File: config.mk
export PLATFORM = sky130hd
export DESIGN_NAME = vlt_ctrl
export DESIGN_NICKNAME = d
export VERILOG_FILES = /design/src/vlt_pkg.sv /design/src/vlt_ctrl.sv
export VERILOG_INCLUDE_DIRS = /design/src /design/src/src
export SDC_FILE = /design/constraint.sdc
export NUM_CORES = 1
export LEC_CHECK = 0
export ABC_AREA = 1
export BUFFER_PORTS_ARGS = -buffer_cell sky130_fd_sc_hd__buf_2
export CAP_MARGIN = 10
export CORE_MARGIN = 4
export CORE_UTILIZATION = 30
export DETAILED_ROUTE_END_ITERATION = 8
export PLACE_DENSITY = 0.6
export SLEW_MARGIN = 40
export SYNTH_ARGS = -nofsm -noshare
export SYNTH_HDL_FRONTEND = slang
export SYNTH_SLANG_ARGS = --single-unit
File: constraint.sdc
create_clock -name clock -period 1.5 [get_ports clock]
set_clock_uncertainty 0.2 [all_clocks]
set_input_delay 0.075 -clock clock [delete_from_list [all_inputs] [get_ports clock]]
set_output_delay 0.075 -clock clock [all_outputs]
set_load 0.005 [all_outputs]
File: src/assert_macros.svh
// Assertion macros shared by the line walker RTL
`ifndef ASSERT_MACROS_SVH
`define ASSERT_MACROS_SVH

`ifndef ASSERT_OFF
// Clocked check, disabled during reset
`define VLT_ASSERT(name, clk, rst, prop, msg) \
   name: assert property (@(posedge clk) disable iff (rst) prop) else $error(msg);
// Clocked check, active during reset as well
`define VLT_ASSERT_ALWAYS(name, clk, prop, msg) \
   name: assert property (@(posedge clk) prop) else $error(msg);
`else
`define VLT_ASSERT(name, clk, rst, prop, msg)
`define VLT_ASSERT_ALWAYS(name, clk, prop, msg)
`endif

`endif

File: src/vlt_pkg.sv
// Package: widths, codes and control types of the voxel line walker
`default_nettype none
package vlt_pkg;

   localparam int COORD_BITS     = 13;
   localparam int FRAC_SHIFT     = 10;
   localparam int FRAC_SCALE     = 1 << FRAC_SHIFT;
   localparam int MAG_BITS       = COORD_BITS;
   localparam int WIDTH_BITS     = 13;
   localparam int DEPTH_BITS     = 9;
   localparam int LEN_BITS       = 12;
   localparam int CSR_DATA_BITS  = 13;
   localparam int CSR_INDEX_BITS = 2;
   localparam int NO_STEP_BITS   = 30;
   localparam logic [NO_STEP_BITS-1:0] NO_STEP_NUM = 30'h3fffffff;
   localparam int NUM_BITS  = (MAG_BITS + FRAC_SHIFT > NO_STEP_BITS) ?
                              (MAG_BITS + FRAC_SHIFT) : NO_STEP_BITS;
   localparam int DEN_BITS  = (MAG_BITS > WIDTH_BITS) ? MAG_BITS : WIDTH_BITS;
   localparam int INC_BITS  = NUM_BITS;
   localparam int ACC_BITS  = 48;
   localparam int BND_BITS  = (COORD_BITS > WIDTH_BITS) ? COORD_BITS : WIDTH_BITS;
   localparam int DIV_CNT_BITS = $clog2(NUM_BITS + 1);
   localparam logic [LEN_BITS-1:0] COUNT_MAX = {LEN_BITS{1'b1}};

   localparam logic [WIDTH_BITS-1:0] MAP_WIDTH_RESET = 13'd512;
   localparam logic [DEPTH_BITS-1:0] MAP_DEPTH_RESET = 9'd64;

   localparam logic KIND_START = 1'b0;
   localparam logic KIND_NEXT  = 1'b1;

   localparam logic [CSR_INDEX_BITS-1:0] CSR_MAP_WIDTH   = 2'd0;
   localparam logic [CSR_INDEX_BITS-1:0] CSR_MAP_DEPTH   = 2'd1;
   localparam logic [CSR_INDEX_BITS-1:0] CSR_EDITOR_MODE = 2'd2;

   typedef logic [1:0] axis_type;
   localparam axis_type AXIS_X = 2'd0;
   localparam axis_type AXIS_Y = 2'd1;
   localparam axis_type AXIS_Z = 2'd2;

   typedef enum logic [1:0] {
      ST_IDLE,
      ST_AXIS,
      ST_DIV,
      ST_EMIT
   } vlt_state_type;

   typedef struct packed {
      logic     in_ready;
      logic     load;
      logic     set_major;
      logic     div_start;
      logic     div_write;
      logic     emit;
      axis_type axis;
   } vlt_cmd_type;

   typedef struct packed {
      logic req_valid;
      logic req_kind;
      logic axis_is_major;
      logic div_done;
      logic out_free;
   } vlt_status_type;

endpackage
`default_nettype wire

File: src/vlt_ctrl.sv
// Controller: accept, per-axis increment setup, emit sequencing
`default_nettype none
`include "assert_macros.svh"
module vlt_ctrl
   import vlt_pkg::*;
(
   input  wire logic           clock,
   input  wire logic           reset,
   input  wire vlt_status_type status,
   output vlt_cmd_type         cmd
);

   vlt_state_type state_ff, state_in;
   axis_type      axis_ff, axis_in;

   always_comb begin
      state_in = state_ff;
      axis_in  = axis_ff;
      case (state_ff)
         ST_IDLE: begin
            axis_in = AXIS_X;
            if (status.req_valid) begin
               state_in = (status.req_kind == KIND_START) ? ST_AXIS : ST_EMIT;
            end
         end
         ST_AXIS: begin
            if (!status.axis_is_major) begin
               state_in = ST_DIV;
            end else if (axis_ff == AXIS_Z) begin
               state_in = ST_EMIT;
            end else begin
               axis_in = axis_ff + 1'b1;
            end
         end
         ST_DIV: begin
            if (status.div_done) begin
               if (axis_ff == AXIS_Z) begin
                  state_in = ST_EMIT;
               end else begin
                  state_in = ST_AXIS;
                  axis_in  = axis_ff + 1'b1;
               end
            end
         end
         ST_EMIT: begin
            if (status.out_free) begin
               state_in = ST_IDLE;
            end
         end
         default: begin
            state_in = ST_IDLE;
         end
      endcase
   end

   always_comb begin
      cmd           = '0;
      cmd.axis      = axis_ff;
      case (state_ff)
         ST_IDLE: begin
            cmd.in_ready = 1'b1;
            cmd.load     = status.req_valid;
         end
         ST_AXIS: begin
            cmd.set_major = status.axis_is_major;
            cmd.div_start = !status.axis_is_major;
         end
         ST_DIV: begin
            cmd.div_write = status.div_done;
         end
         ST_EMIT: begin
            cmd.emit = status.out_free;
         end
         default: ;
      endcase
   end

   always_ff @(posedge clock) begin
      if (reset) begin
         state_ff <= ST_IDLE;
         axis_ff  <= AXIS_X;
      end else begin
         state_ff <= state_in;
         axis_ff  <= axis_in;
      end
   end

   `VLT_ASSERT(a_ctrl_done_in_div, clock, reset, status.div_done |-> state_ff == ST_DIV, "divider done outside wait")
   `VLT_ASSERT(a_ctrl_axis_range, clock, reset, axis_ff != 2'd3, "axis counter out of range")
   `VLT_ASSERT(a_ctrl_emit_exit, clock, reset, state_ff == ST_EMIT |=> state_ff == ST_EMIT || state_ff == ST_IDLE, "bad exit from emit")

endmodule
`default_nettype wire

Yosys cells after proc, flatten, opt, wreduce, memory -nomap -nowiden --
Cells that the tools add are included.
Word-level totals: flip-flop bits (word level) 4
Cells by class: reduce and logical (&&, ||, !) cells 5, equal/unequal tests 9, $add $sub $neg 1, mux-type cells 16
Operators by type and width (number):
- 2-bit 2-to-1 mux | 12
- 2-bit != test, second input constant | 4
- 2-bit case mux with 4 select lines | 1
- 2-bit equality test, second input constant | 3
- 2-bit case mux with 3 select lines | 1
- 4-bit AND reduction | 1
- 3-bit != test, second input constant | 1
- 3-bit AND reduction | 1
- 3-bit nonzero test | 1
- 2-bit by 1-bit adder with 2-bit output, second input constant | 1
- 2-bit by 1-bit equality test with 1-bit output, second input constant | 1
- 2-bit zero test | 1
- 1-bit 2-to-1 mux | 2
- 1-bit zero test | 1

Logic depth before layout (Yosys ltp) --
depth after elaboration 4, mapped depth 9

Worst setup path after synthesis --
No wires, ideal clock.
kind reg2reg, from register state_ff[0], to register axis_ff[1], buffers on the path 0, setup time 0.113 ns, data arrival time 1.240 ns, setup slack -0.053 ns, stages on the path, launching flop included 9, required time 1.187 ns, cells stage by stage dfxtp_1 > inv_1 > ha_1 > nand2_1 > o21ai_1 > nor2_2 > nand2_1 > nand2_1 > nor2_1
Between the ends: word-level cells in the longest chain between the ends 3, elaborated cells between the ends (all ways) 8, classes of those cells eq/ne: 4; mux: 1; reduce/logical: 3
RTL lines:
- start, declared | RTL line vlt_ctrl.sv:13 | vlt_state_type state_ff, state_in;
- start signal, assigned | RTL line vlt_ctrl.sv:83 | state_ff <= state_in;
- 2-bit by 1-bit equality test with 1-bit output, or another cell as far along | RTL line vlt_ctrl.sv:19 | case (state_ff)
- 2-bit != test (no source line) or 3-bit nonzero test (tied branches)
- 3-bit AND reduction (no source line)
- end signal, assigned | RTL line vlt_ctrl.sv:84 | axis_ff <= axis_in;
- end, declared | RTL line vlt_ctrl.sv:14 | axis_type axis_ff, axis_in;
Several ways; a longest one is shown, not always the timed one. A chain may end at the register's enable or synchronous reset.

Final worst setup path --
Same ends and word-level chain as after synthesis.

==> results_dict.tcl <==
set metrics [dict create \
    rsz0062_at_grt "yes" \
    timing.fmax_mhz 697 \
    overflow 0 \
    synth_edf_count 0 \
    hold_ws_ps 56.8 \
    num_vias 417 \
    critPathKind "reg2reg" \
    max-cap-violations 0 \
    power_density_mw_per_mm2 2050 \
    antenna_found_initial 0 \
    dr.pass1.iters 4 \
    nNetsFinal 104 \
    r2r-end "axis_ff[1]" \
    area_growth_pct 50.0 \
    synth_flop_cell "dfxtp_1" \
    dieArea_mm2 0.00198 \
    synthAdderAreaFrac_pct 21.9 \
    synth_top_family_by_area "simple AND/OR/NAND/NOR gates" \
    yosysMostFrequentCell "nand2_1" \
    hp-class "in2reg" \
    finalNonFillerCells 102 \
    worst_r2r_path_depth 8 \
    synth_xor_area_share_pct 0 \
    clock_sinks 4 \
    die_h_um 44.5 \
    grt_pass1_wl_mm 1.39 \
    coreArea_mm2 0.00119 \
    synth_top_area_cell "ha_1" \
    rrSetupSlack_ps 70 \
    root_buffer "clkbuf_4" \
    cts_tree "built" \
    clockBufferDepth 2 \
    vias_per_cell 4.09 \
    synth_compound_area_share_pct 8.12 \
    yosys_warnings 0 \
    ys_types 12 \
    diodes 0 \
    gp_congestion 0.789 \
    max_slew_margin_pct 86.5 \
    setup_viol 0 \
    row_count 12 \
    cp_max_fo 4 \
    die_x_um 44.5 \
    layout-drive-gt1-share_pct 40.9 \
    place_inst 98 \
    fin_crit_ps 1430 \
    syn_area_um2 400 \
    drt-initial-drc-count 4 \
    arrival_ps 1360 \
    numCtsBuffers 3 \
    synth_nets 81 \
    htreeDepth 1 \
    grt_max_degree 6 \
    grt_usage_pct 9.79 \
    tightestPinTransition_ps 201 \
    ys_seq_area_share_pct 20.0 \
    r2r-start "state_ff[0]" \
    cp.required_ps 1420 \
    status "completed" \
    yosys-mux-area-fraction_pct 0 \
    synth_top_area_share_pct 21.9 \
    drc 0 \
    num_io_pins 15 \
    synth.avg_cell_area_um2 5.98 \
    clk-insertion-delay-late_ps 230 \
    synth_common_cells "nand2_1 (19), inv_1 (15), nor2_1 (13)" \
    totalWireLength_um 912 \
    io_buffers 14 \
    hold_viol_final 0 \
    setup.worst_path.start "state_ff[0]" \
    synthTopCellsByArea "ha_1 (22%), dfxtp_1 (20%), nand2_1 (18%)" \
    slew_violations 0 \
    clk_pin_slew_ps 40 \
    p_leak_nw 0.355 \
    endpoint "axis_ff[1]" \
    fin_crit_sh_pct 95.6 \
    cp-end-kind "flop" \
    synthCells 67 \
    start_util_pct 33.8 \
    grt_pass1_vias 370 \
    post_drt_wl_per_cell_um 8.94 \
    antenna_left 0 \
    cp-start-kind "flop" \
    synthArstFlopShare_pct 0 \
    finish.utilization_pct 50.6 \
    yosys.area_share.simple_pct 35.9 \
    dp_hpwl_um 726 \
    synth.ff_latch_count 4 \
    ir_drop_mv 0.967 \
]
[flip-flops by register name, summed over array words and instances, names as in the netlist]
name / count
axis_ff: 2
state_ff: 2
[worst max-delay path, stage by stage (launching register included)]
cell and delay (ps):
dfxtp_4 350, buf_4 150, ha_2 180, inv_2 50
o21ai_1 80, nor2_2 150, nand2_1 70, nand2_1 50
nor2_1 30
[power by group]
group / total [mW] / internal [mW] / switching [mW]
registers: 0.207 / 0.165 / 0.0418
logic: 0.890 / 0.415 / 0.475
clock network: 0.132 / 0.0894 / 0.0425
[per-layer routing]
| metal | track usage (%) | share of wire (%) | vias up |
|---|---|---|---|
| met5 | 0 | 0 | - |
| met4 | 9.04 | 0 | 0 |
| met3 | 2.44 | 9.5 | 0 |
| met2 | 15.2 | 46 | 15 |
| met1 | 10.7 | 44 | 161 |
| li1 | - | - | 241 |
[stage by stage]
stage               setup slack, ps  area (um2)  TNS [ps]  total power [mW]
floorplan                      7.95         402         0             0.716
detailed placement            -49.0         512     -90.8             0.942
finish                         65.5         601         0              1.23
global route                  -10.7         601     -12.1              1.38
global placement              -18.0         512     -30.2             0.944
CTS                            15.2         559         0              1.14
[cells in the final DEF (no fill, tap or decap), drive strengths merged, types with 2 or more instances in the layout]
master	count
o21bai	2
buf	17
inv	15
ha	7
nand2	20
nor2	14
dfxtp	4
clkbuf	3
o21ai	2
[logic make-up (layout without fill, tap and decap cells)]
family / after synthesis / after routing
flops: 4 / 4
simple gates: 36 / 36
buf+inv: 15 / 36
fa+ha+maj: 7 / 7
compound gates: 5 / 5
[how the worst min path moves through the flow]
stage | from | endpoint | slack (ps) | cells after the start
2_1_floorplan | status[2] | cmd[4] | -20 | 1
6_report | status[3] | state_ff[1] | 60 | 5
3_3_place_gp | reset | state_ff[0] | 170 | 4
5_1_grt | status[3] | state_ff[1] | 100 | 5
4_1_cts | status[3] | state_ff[1] | 60 | 5
3_5_place_dp | reset | state_ff[0] | 170 | 4
[final cells by class]
cell class | instances | area [um2]
Inverter | 15 | 58.8
Timing Repair Buffer | 18 | 103
Fill cell | 115 | 586
Sequential cell | 4 | 85.1
Tap cell | 14 | 17.5
Clock buffer | 3 | 22.5
Multi-Input combinational cell | 48 | 314
[repair_timing]
item | CTS | global route
endpoints found under the hold margin | 4 | 0
gates resized for setup | 3 | 14
hold buffers | 1 | 0
pin swaps | 1 | 5
setup endpoints to repair | 2 | 3
setup buffers | 0 | 0
Note: power is estimated with default switching activity, not from simulation.
